$ cat config.mk
export PLATFORM = sky130hd
export DESIGN_NAME = ktg_ram
export DESIGN_NICKNAME = d
export VERILOG_FILES = /design/src/assert_macros.svh /design/src/ktg_ram.sv
export SDC_FILE = /design/constraint.sdc
export NUM_CORES = 1
export LEC_CHECK = 0
export ABC_AREA = 1
export BUFFER_PORTS_ARGS = -buffer_cell sky130_fd_sc_hd__buf_2
export CORE_MARGIN = 10
export CORE_UTILIZATION = 40
export DETAILED_ROUTE_END_ITERATION = 10
export SLEW_MARGIN = 0
export SYNTH_ARGS = -nofsm -noshare
export SYNTH_HDL_FRONTEND = slang
export SYNTH_SLANG_ARGS = --single-unit
export TNS_END_PERCENT = 50
$ cat constraint.sdc
create_clock -name clk -period 2.9 [get_ports clk]
set_input_delay 0.435 -clock clk [delete_from_list [all_inputs] [get_ports clk]]
set_output_delay 0.435 -clock clk [all_outputs]
set_load 0.02 [all_outputs]
$ cat src/assert_macros.svh
// ----------------------------------------------------------------------------
// assert_macros.svh
// Shared concurrent assertion shorthands, clocked on clk, off during reset.
// ----------------------------------------------------------------------------
`ifndef ASSERT_MACROS_SVH
`define ASSERT_MACROS_SVH

// Check a condition at every rising clock edge.
`define ASSERT_ALWAYS(label, cond, msg) \
    label: assert property (@(posedge clk) disable iff (!rst_n) (cond)) else $error(msg);

// Check a consequence in the same cycle as its cause.
`define ASSERT_IMPLY(label, ante, cons, msg) \
    label: assert property (@(posedge clk) disable iff (!rst_n) (ante) |-> (cons)) \
        else $error(msg);

// Check a consequence in the cycle after its cause.
`define ASSERT_NEXT(label, ante, cons, msg) \
    label: assert property (@(posedge clk) disable iff (!rst_n) (ante) |=> (cons)) \
        else $error(msg);

`endif

$ cat src/ktg_ram.sv
// ----------------------------------------------------------------------------
// ktg_ram
// Generic single-write, single-read RAM with registered read data.
// ----------------------------------------------------------------------------
module ktg_ram #(
    parameter int WIDTH = 32,
    parameter int DEPTH = 16
) (
    input  logic                     clk,
    input  logic                     we,
    input  logic [$clog2(DEPTH)-1:0] waddr,
    input  logic [WIDTH-1:0]         wdata,
    input  logic                     re,
    input  logic [$clog2(DEPTH)-1:0] raddr,
    output logic [WIDTH-1:0]         rdata
);

    logic [WIDTH-1:0] mem [DEPTH];
    logic [WIDTH-1:0] rdata_reg;

    always_ff @(posedge clk)
    begin
        if (we)
        begin
            mem[waddr] <= wdata;
        end
        if (re)
        begin
            rdata_reg <= mem[raddr];
        end
    end

    assign rdata = rdata_reg;

endmodule

==> flow_results.org, run 1 <==
** Global route
- After global routing the overflow that remains totals 0.
- Number of antenna violations at the first check in global routing :: 5
- The first global-routing pass estimated 87800 microns of wire.
- Overall routing resource usage :: 0.170
- Largest net degree at the start of global routing :: 129
- Via count of the first global-routing pass :: 14100

** Worst hold path
- The worst hold path begins at wdata[11].
- Worst min-delay path endpoint :: mem[0][11]
- The min-delay analysis places its worst path in the category in2reg.
- Hold path depth :: 1

** Synthesis
- Counting distinct cell types in the post-synthesis netlist gives 14.
- Biggest area contributors in the synthesized netlist :: sky130_fd_sc_hd__edfxtp_1 (71%), sky130_fd_sc_hd__nand2_1 (11%), sky130_fd_sc_hd__nand3_1 (8.4%)
- Counting instances in the post-synthesis netlist gives the leading cell types as sky130_fd_sc_hd__nand2_1 (677), sky130_fd_sc_hd__edfxtp_1 (544), sky130_fd_sc_hd__inv_1 (388), sky130_fd_sc_hd__nand3_1 (385), sky130_fd_sc_hd__buf_2 (41).
- After synthesis the cells add up to 23100 sq um.
- Portion of synthesized cell area occupied by the leading cell type :: 0.709
- Synthesis handed over a netlist of 2120 instances.
- Cell type contributing the most total cell area after synthesis :: sky130_fd_sc_hd__edfxtp_1
- Number of flip-flops and latches in the synthesized netlist :: 544
- Yosys printed 0 warnings.
- EDFF count, synth :: 544
- Post-synthesis sequential area ratio :: 0.709
- In the post-synthesis netlist, the cell with the most instances is sky130_fd_sc_hd__nand2_1.
- Mapped Nets :: 2163
- The most used flip-flop cell after synthesis is sky130_fd_sc_hd__edfxtp_1.
- Post-synthesis area per instance :: 10.9 sq um
- Asr flop ratio synth :: 0

** Die
- Count of pins on the block boundary :: 75
- Die Height :: 260 microns
- The die is 260 microns wide.
- Die footprint :: 67600 sq um
- The floorplan has 87 rows.
- Initial core utilization :: 0.406
- The floorplan step defined a core boundary enclosing 56700 sq um.

** Placed design
- Routability-driven placement finished with a final weighted congestion of 0.836.
- Once detailed placement completed, the half-perimeter wirelength came to 34100 microns.
- The number of placed instances, taps included, is 2886.
- Port buffering added 74 buffers.

** Setup path
- Critical path's top delay family :: flip-flops
- CP cell instances :: buf_2
- The worst register-to-register path has a depth of 6.
- For flop-to-flop paths, the worst setup slack is 1660 ps.
- Nature of the critical path endpoint :: output pin
- In this run the critical register-to-register path is launched from mem[15][16].
- STA classifies the critical path startpoint as a register.
- On the worst path, the slowest cell contributes a delay of 530 ps.
- Crit path arrival time :: 1350 ps
- Worst Path Required :: 2470 ps
- For this design, the slowest cell found on the critical path is sky130_fd_sc_hd__edfxtp_1.
- Along the worst path, the maximum fanout reaches 1.
- The worst register-to-register path ends at rdata[16].
- Number of buffers and inverters on the critical path :: 1
- Worst Path Class, Setup :: reg2out

** Pwr
- Net Sw Frac :: 0.226
- Cell Int Power :: 12900 uW
- In this run the power spent charging and discharging nets is 3770 uW.
- The design draws 16700 uW.
- Portion of total power attributed to the clock network :: 0.399
- The analysis attributes to cell leakage a power of 0.0109 uW.
- Max IR drop VDD :: 0.000524 V
- Power density cells :: 643 nW/um^2
- Share of total power in sequential cells :: 0.535
- Of the total power, combinational logic draws 0.066.

** STA
- For the pin with the worst max-slew slack, the measured transition is 790 ps.
- Static timing analysis puts the maximum clock frequency at 559 MHz.
- The final-report max-slew violation count is 0.
- Total Neg Setup Slack :: 0 ps
- Number of hold-slack violations in the final timing report :: 0
- Worst rel slew slack :: 0.473
- Subtracting the final worst setup slack from the clock period gives 1790 ps.
- Clock skew on the completed layout was measured at 21.7 ps.
- Setup repair after global routing missed its margin :: no
- Final worst-path cycle share :: 0.617
- Setup violations remaining at the end of the flow were counted as 0.

** Drt
- In the detailed route, the total length drawn on met2 is 25900 microns.
- Number of violations reported at the end of detailed-routing iteration 0 :: 1418
- Drt first pass iters :: 5
- After detailed routing, the average wire length per cell comes to 19.4 microns.
- Using the TritonRoute via totals, the vias-per-cell ratio works out to 4.93.
- Total Routed Length :: 57900 microns
- Met3 routed WL :: 5120 microns
- Number of vias in the routed layout :: 14700
- For this run, design rule violations remaining after detail routing come to 0.
- After detailed routing, no signal wire sits above met5.
- Post-detailed-route count of antenna-violating nets :: 0
- In the final routing, the length of wire on met1 measures 26000 microns.

** Clocking
- Clock tree from TritonCTS :: yes
- The clock drives 544 sinks.
- The number of gates resized after CTS was 0.
- Number of buffers added for setup after CTS :: 0
- Counting the buffers created by CTS gives 54.
- For the worst-skew pair, the clock arrives at the later sink with an insertion delay of 620 ps.
- Counting along the longest clock path gives a buffer depth of 3.
- Quantity of hold-fixing buffers added after cts :: 0
- # H-tree levels :: 2
- The tree is rooted in a sky130_fd_sc_hd__clkbuf_16.
- Clock-pin slew was measured on the worst setup and hold paths at 60 ps.

** Cells and area
- For this run, the number of standard cells in the final layout without fillers is 2981.
- The register with the most flip-flops in the layout has 512 of them.
- Layout overhead on the synthesized area :: 12.5%
- Fillcell total :: 5108
- In the final layout, the share of cells above drive strength 1 is 0.0926.
- At the end of the flow, the number of nets in the layout was 2229.

** Status
- Outcome :: complete, no violations

** Job
- Max-cap violation count :: 0
==> worst max path at each step <==
stage / slack [ps] / end / depth (start not counted) / startpoint
6_report: 1110 / rdata[12] / 1 / rdata[12]
3_3_place_gp: 580 / mem[7][0] / 4 / waddr[3]
4_1_cts: 1070 / rdata[12] / 1 / rdata[12]
2_1_floorplan: 470 / mem[10][0] / 2 / waddr[2]
3_5_place_dp: 490 / mem[7][1] / 4 / waddr[3]
5_1_grt: 1030 / mem[7][29] / 4 / waddr[3]
==> per-stage QoR <==
step | instance area [sq um] | setup WS (ps) | hold WS, ps | utilization
global placement | 24300 | 576 | 731 | 0.428
global route | 25900 | 1030 | 225 | 0.457
finish | 25900 | 1110 | 237 | 0.457
floorplan | 23100 | 472 | 534 | -
CTS | 25900 | 1070 | 207 | 0.457
detailed placement | 24300 | 495 | 718 | 0.428
==> area by class of cell <==
| cell class | count | area [sq um] | share of cell area |
|---|---|---|---|
| antenna | 1 | 2.50 | 0.0000965 |
| clock buffer | 66 | 1400 | 0.0539 |
| clock inverter | 28 | 250 | 0.00965 |
| inverter | 390 | 1470 | 0.0568 |
| multi-input combinational | 1081 | 4670 | 0.180 |
| sequential | 544 | 16300 | 0.630 |
| tap | 756 | 946 | 0.0365 |
| timing repair buffer | 115 | 852 | 0.0329 |
==> layout by cell type, fill, tap and decap left out, drive strengths merged <==
cell      Yosys  routed
clkinv        0      20
nor2         17      17
diode         0       1
nand3b        2       2
nand3       385     385
inv         390     392
nand2       677     677
clkinvlp      0       2
buf          91     114
clkbuf       14      67
edfxtp      544     544
bufinv        0       4
==> logic make-up after synthesis <==
family,after synthesis,synth area share
buffers and inverters,495,0.0941
flip-flops,544,0.709
AND/OR/NAND/NOR,1081,0.197
==> power by group through the flow <==
stage / clock [uW] / combinational, uW / sequential (uW)
floorplan: 0 / 600 / 9110
global placement: 0 / 1090 / 9090
detailed placement: 0 / 1100 / 9090
CTS: 6790 / 1100 / 8920
global route: 7090 / 1210 / 8930
finish: 6650 / 1090 / 8920
==> layer usage <==
layer  track usage  vias to the layer above
li1              -                     6998
met1         0.243                     7088
met2         0.259                      532
met3        0.0411                       81
met4        0.0379                       10
met5             0                        -
Power figures use the tool's default switching activity.
==> run 2, diff against run 1 <==
Settings changed: ABC_AREA 1 to 0.
Clock period 2.9 ns to 1.65 ns, I/O delays scaled along.
==> flow_results.org, run 2 <==
** Cells and area
- Share of layout cells above drive strength 1 :: 0.350
- Total non-filler cell area in the finished layout :: 24000 sq um
- The register with the most flip-flops in the layout has 512 of them.
- Fill cells in the final layout number 4046.
- Leaving out fill and tap cells, the most frequent cell in the layout is sky130_fd_sc_hd__edfxtp_1.
- Fraction of the core area covered by cells at the end of the flow :: 0.481
- Post-layout nets :: 1034
- Layout overhead on the synthesized area :: 19.1%
- The library cells used most frequently in the layout, excluding fill and tap cells, are sky130_fd_sc_hd__edfxtp_1 (544), sky130_fd_sc_hd__mux4_2 (128), sky130_fd_sc_hd__buf_2 (72).

** Drt
- Dividing the detail-routed wire length by the instance count gives 25.9 microns.
- Vias/cell :: 5.40
- Total Routed Length :: 44200 microns
- Drt first pass iters :: 5
- After the first detailed-routing iteration, the DRC count stood at 949.
- Number of vias in the routed layout :: 9219
- In this run the remaining antenna-violating nets after routing total 0.
- Number of DRC violations after detailed routing :: 0

** Clocking
- Post-CTS repair changed the size of 0 cells.
- Latest clock arrival within the worst-skew pair :: 580 ps
- TritonCTS built the clock tree.
- # H-tree levels :: 2
- Clock tree synthesis inserted a total of 52 buffers.
- The clock drives 544 sinks.
- Post-CTS timing repair inserted 0 buffers for setup.
- Master cell of the clock root buffer :: sky130_fd_sc_hd__clkbuf_16
- Quantity of hold-fixing buffers added after cts :: 0
- Clock-pin slew was measured on the worst setup and hold paths at 60 ps.
- The longest clock path from root to sink contains 3 buffers.

** Synthesis
- The synthesized design contains 544 register bits.
- Biggest area contributors in the synthesized netlist :: sky130_fd_sc_hd__edfxtp_1 (81%), sky130_fd_sc_hd__mux4_2 (14%), sky130_fd_sc_hd__a22oi_1 (2.4%)
- For this run, the register share of the synthesized area comes to 0.810.
- Cell type contributing the most total cell area after synthesis :: sky130_fd_sc_hd__edfxtp_1
- Flip-flop cell with the highest count after synthesis :: sky130_fd_sc_hd__edfxtp_1
- Leading cell type by number of instances after synthesis :: sky130_fd_sc_hd__edfxtp_1
- EDFF count, synth :: 544
- In the synthesized netlist the async set-or-reset flop fraction comes to 0.
- Synthesized area :: 20200 sq um
- Ranked by instance count, the synthesized netlist is headed by sky130_fd_sc_hd__edfxtp_1 (544), sky130_fd_sc_hd__mux4_2 (128), sky130_fd_sc_hd__a22oi_1 (64), sky130_fd_sc_hd__nand2_1 (33), sky130_fd_sc_hd__clkbuf_1 (17).
- The number of nets handed over by synthesis was 881.
- Synth warnings :: 0
- Each instance of the synthesized netlist takes up on average 24.1 sq um.
- The share of synthesized area in the top cell type comes to 0.810.
- In this run, distinct cell masters in the synthesized netlist total 17.
- Number of instances in the synthesized netlist :: 838

** Die
- The die is 245 microns wide.
- Initial core utilization :: 0.404
- In this run the vertical extent of the chip is 245 microns.
- The die covers 59800 sq um.
- The floorplan has 82 rows.
- In this run the count of I/O pins placed on the die edge is 75.
- The core region is 50000 sq um.

** STA
- Counting I/O delays and the setup requirement, the final critical path takes 1470 ps.
- In this run the tightest slew margin relative to its limit is 0.466.
- Static timing analysis puts the maximum clock frequency at 680 MHz.
- Setup violations remaining at the end of the flow were counted as 0.
- Final worst-path cycle share :: 0.891
- At the pin with the least slew margin, the transition time is 800 ps.
- Setup repair after global routing missed its margin :: no
- The total count of hold-check failures in the final report was 0.
- Fin. max-slew vios :: 0
- Worst Skew :: 15.0 ps

** Setup path
- In this design, the largest share of critical-path delay is due to flip-flops.
- For the worst setup path, the data required time is 1400 ps.
- The critical path in this run is classified as reg2out.
- Critical path startpoint category :: register
- Delay of the slowest cell on the worst path :: 460 ps
- Largest driver fanout on the critical path :: 1
- Critical Path Slowest Stage Cell :: sky130_fd_sc_hd__edfxtp_1
- Number of buffers and inverters on the critical path :: 1
- Crit path arrival time :: 1220 ps
- The worst setup path is captured at an output pin.
- The signal on the critical path passes through buf_2.

** Status
- Outcome :: complete, no violations

** Job
- The tool flagged a number of max-cap violations equal to 0.

** Placed design
- Placer congestion estimate :: 0.699
- In this run the cell area measured after placement is 22400 sq um.
- DP HPWL :: 23800 microns
- # port buffers :: 74

** Global route
- Entering global routing, the biggest net connects 33 pins.
- Total grt overflow :: 0
- For this run, the total global-route usage over all layers was measured as 0.148.
- The first global-routing pass estimated 65700 microns of wire.
- The number of antenna violations at the first check in global routing came to 5.
- The number of global-route vias before repair came to 9727.

** Pwr
- Max IR drop VDD :: 0.000912 V
- Power density cells :: 1190 nW/um^2
- Leak :: 0.00770 uW

** Worst hold path
- Class of the worst hold path :: in2reg
run 2: cell types whose count changed after synthesis, sizes merged, moves of 3 or more:
| cell | change |
|---|---|
| buf | -65 |
| nor2 | -4 |
| a22oi | +64 |
| nor3 | +4 |
| clkbuf | +3 |
| nand2 | -644 |
| inv | -390 |
| nand3 | -384 |
| mux4 | +128 |
run 2: layout make-up:
cell class,count,area (sq um),share of cell area
Tap cell,672,841,0.0350
Clock inverter,32,274,0.0114
Multi-Input combinational cell,251,3780,0.157
Clock buffer,64,1370,0.0569
Antenna cell,1,2.50,0.000104
Sequential cell,544,16300,0.680
Timing Repair Buffer,142,1430,0.0595
run 2: logic make-up (layout without fill, tap and decap cells):
group	count (synthesis)	count (layout)	share of synthesized area
AOI/OAI and AO/OA	64	64	0.0238
buffers and inverters	43	238	0.0110
DFF	544	544	0.810
muxes	128	128	0.143
other	0	1	0
and+or+nand+nor	59	59	0.0125
run 2: path summary, 6_finish.rpt:
check / cells past startpoint / slack [ps] / end / start
max: 1 / 180 / rdata[19] / rdata[19]
min: 1 / 40 / mem[6][24] / wdata[24]
max reg2reg: 3 / 180 / rdata[4] / mem[0][4]
min reg2reg: 3 / 750 / rdata[1] / mem[6][1]
run 2: where the power goes:
part / switching (uW) / internal, uW
combinational: 894 / 672
sequential: 88.2 / 15600
clock: 4820 / 6650
run 2: routing by layer:
layer / GRT usage / part of all wire
met1: 0.208 / 0.43
met3: 0.0276 / 0.065
met5: 0 / 0.00077
met4: 0.0323 / 0.015
met2: 0.238 / 0.49
run 2: stage by stage:
step           hold slack, ps  setup WS (ps)  TNS (ps)  instances  power, uW
2_1_floorplan             346           -307    -56430        838      16800
3_3_place_gp              618           -190     -4610       1609      17500
3_5_place_dp              636           -199     -5090       1609      17600
4_1_cts                  22.9            144         0       1705      28900
5_1_grt                  41.7            137         0       1705      29600
6_report                 42.1            180         0       1706      28700
==> run 3, diff against run 2 <==
Settings changed: CORE_UTILIZATION 40 to 35.
==> flow_results.org, run 3 (synthesis gave the netlist of run 2 again) <==
** Job
- Max-cap violations in this run came to 0.

** Setup path
- Worst flop-to-flop path endpoint :: rdata[12]
- Broken down by cell family, the worst path's largest delay share belongs to flip-flops.
- Worst Path Required :: 1400 ps
- Nature of the critical path endpoint :: output pin
- Data arrives at the worst endpoint at 1280 ps.
- The largest single stage delay on the critical path is 480 ps.
- The critical path is of the reg2out type.
- CP cell instances :: buf_2
- Critical path startpoint category :: register
- Setup slack of the worst register-to-register path :: 200 ps
- In this run the worst path has a maximum fanout of 1.
- In this run the critical register-to-register path is launched from mem[10][12].
- FF-to-FF path depth :: 3
- Counting both buffers and inverters, the worst setup path holds a total of 1.
- Critical Path Slowest Stage Cell :: sky130_fd_sc_hd__edfxtp_1

** Placed design
- Once placement finished, the instance area stood at 22700 sq um.
- Routability-driven placement finished with a final weighted congestion of 0.742.
- Including well taps, the total number of placed cells is 1715.
- Before CTS, the worst setup slack after placement is -297 ps.
- Port buffering added 74 buffers.
- The wire-length estimate of the detail-placed layout is 25900 microns.

** Global route
- Largest net degree at the start of global routing :: 39
- Across every metal layer, demand over resource in global routing totals 0.134.
- The total overflow left after global routing is 0.
- Via count of the first global-routing pass :: 9850
- First-pass GRT wire length :: 66500 microns
- Number of antenna violations at the first check in global routing :: 3

** Clocking
- After clock tree synthesis, the clock-pin slew on the worst setup and hold paths is 60 ps.
- Master cell of the clock root buffer :: sky130_fd_sc_hd__clkbuf_16
- Number of cells upsized or downsized after cts :: 0
- Clock tree synthesis found a total of 544 sinks.
- CTS built an H-tree with a depth of 2.
- Clock tree from TritonCTS :: yes
- Clock buffers created by TritonCTS :: 52
- At the later pin of the worst-skew pair, clock insertion delay measures 590 ps.
- Maximum root-to-sink buffer count :: 3

** Status
- Outcome :: complete, no violations

** Drt
- Met2 wire len :: 21100 microns
- After the first detailed-routing iteration, the DRC count stood at 854.
- Drt first pass iters :: 5
- The routed layout has 9340 vias.
- Total Routed Length :: 45300 microns
- Post-detailed-route count of antenna-violating nets :: 0
- Highest metal used :: met5
- Wire length per cell :: 25.0 microns
- Number of DRC violations after detailed routing :: 0
- In the routed layout, each cell is associated on average with a via count of 5.15.
- Detailed routing placed a total of 3040 microns of wire on met3.
- Routed metal-1 wire length :: 20300 microns

** STA
- The final-report max-slew violation count is 0.
- Setup repair after global routing missed its margin :: no
- Worst slew pin tran :: 1080 ps
- For this run, the top clock speed supported by timing is 656 MHz.
- Worst Skew :: 9.55 ps
- Number of hold-slack violations in the final timing report :: 0
- The worst path in the final design needs a cycle of 1520 ps, including I/O delays and setup.
- Setup violation total in the final timing report :: 0
- Worst rel slew slack :: 0.279
- Hold Worst Slack :: 32.9 ps
- Dividing the final minimum period by the clock period gives 0.923.
- Worst-case setup margin in the final layout :: 127 ps

** Cells and area
- Commonest non-fill, non-tap cells in the layout :: sky130_fd_sc_hd__edfxtp_1 (544), sky130_fd_sc_hd__mux4_2 (128), sky130_fd_sc_hd__buf_2 (72)
- At the end of the flow the core is filled with cells to 0.427.
- The number of antenna diodes in the final layout is 0.
- Fillcell total :: 4799
- The net count of the finished layout is 1061.
- The finished cells cover 24200 sq um.
- Share of layout cells above drive strength 1 :: 0.356
- Final standard cell count with taps included and fillers excluded :: 1814
- Layout overhead on the synthesized area :: 20.2%
- The register with the most flip-flops in the layout has 512 of them.
- Most common cell after layout, fill and taps aside :: sky130_fd_sc_hd__edfxtp_1

** Worst hold path
- Worst min-delay path endpoint :: mem[8][25]
- The worst hold path begins at wdata[25].
- Class of the worst hold path :: in2reg
- Hold path depth :: 1

** Pwr
- Of the total power, the share spent switching nets is 0.207.
- Max IR drop VDD :: 0.000741 V
- Of the total power, the clock network draws 0.385.
- Share of total power in combinational logic :: 0.058
- Power spent charging and discharging nets :: 5820 uW
- Leak :: 0.00776 uW
- The internal power of the cells totals 22300 uW.
- Share of total power in sequential cells :: 0.557
- Power density cells :: 1160 nW/um^2

** Die
- Die X :: 260 microns
- The floorplan step set the die height to 260 microns.
- Die footprint :: 67600 sq um
- For this configuration, the core starts out at a cell density of 0.356.
- Total core area :: 56700 sq um
- After floorplanning, the core was divided into 87 placement rows.
- During I/O placement, the number of pins put on the boundary was 75.
-- run 3: cell count changes in the layout (fill, tap and decap cells not counted) --
cell and change:
sky130_fd_sc_hd__clkinv_1 +1, sky130_fd_sc_hd__diode_2 -1, sky130_fd_sc_hd__bufinv_16 -4, sky130_fd_sc_hd__buf_4 +22
sky130_fd_sc_hd__clkbuf_1 +4, sky130_fd_sc_hd__clkinv_2 -5, sky130_fd_sc_hd__dlygate4sd3_1 +5, sky130_fd_sc_hd__clkinv_4 +2
-- run 3: power groups by stage --
stage / sequential [uW] / combinational [uW] / clock, uW
after global routing: 15700 / 1750 / 11700
after detailed placement: 16000 / 1650 / 0
after floorplan: 16000 / 758 / 0
after CTS: 15700 / 1670 / 11100
after global placement: 15900 / 1630 / 0
final: 15700 / 1630 / 10800
-- run 3: layer usage --
layer	vias to the layer above	track usage
li1	3963	-
met1	5036	0.188
met2	273	0.206
met3	62	0.0334
met4	6	0.0313
met5	-	0
-- run 3: timing repair --
action | in CTS | in global routing
hold endpoints to repair | 25 | 0
setup buffers | 0 | 0
hold buffers | 5 | 0
-- run 3: cell type report --
class / instances / area (sq um) / area share
Clock buffer: 68 / 1380 / 0.0570
Tap cell: 756 / 946 / 0.0390
Multi-Input combinational cell: 251 / 3780 / 0.156
Sequential cell: 544 / 16300 / 0.674
Timing Repair Buffer: 169 / 1650 / 0.0679
Clock inverter: 26 / 150 / 0.00619
-- run 3: stage by stage --
stage	setup TNS (ps)	total power [uW]
finish	0	28100
global route	0	29100
CTS	0	28500
detailed placement	-6420	17600
global placement	-5520	17600
floorplan	-56430	16800
-- run 3: worst max path at each step --
| stage | start | end | slack [ps] | cells after the start |
|---|---|---|---|---|
| after floorplan | waddr[2] | mem[0][0] | -310 | 2 |
| after global placement | raddr[0] | rdata[28] | -250 | 6 |
| after detailed placement | raddr[0] | rdata[15] | -300 | 6 |
| after CTS | rdata[19] | rdata[19] | 90 | 1 |
| after global routing | rdata[19] | rdata[19] | 80 | 1 |
| final | rdata[19] | rdata[19] | 130 | 1 |
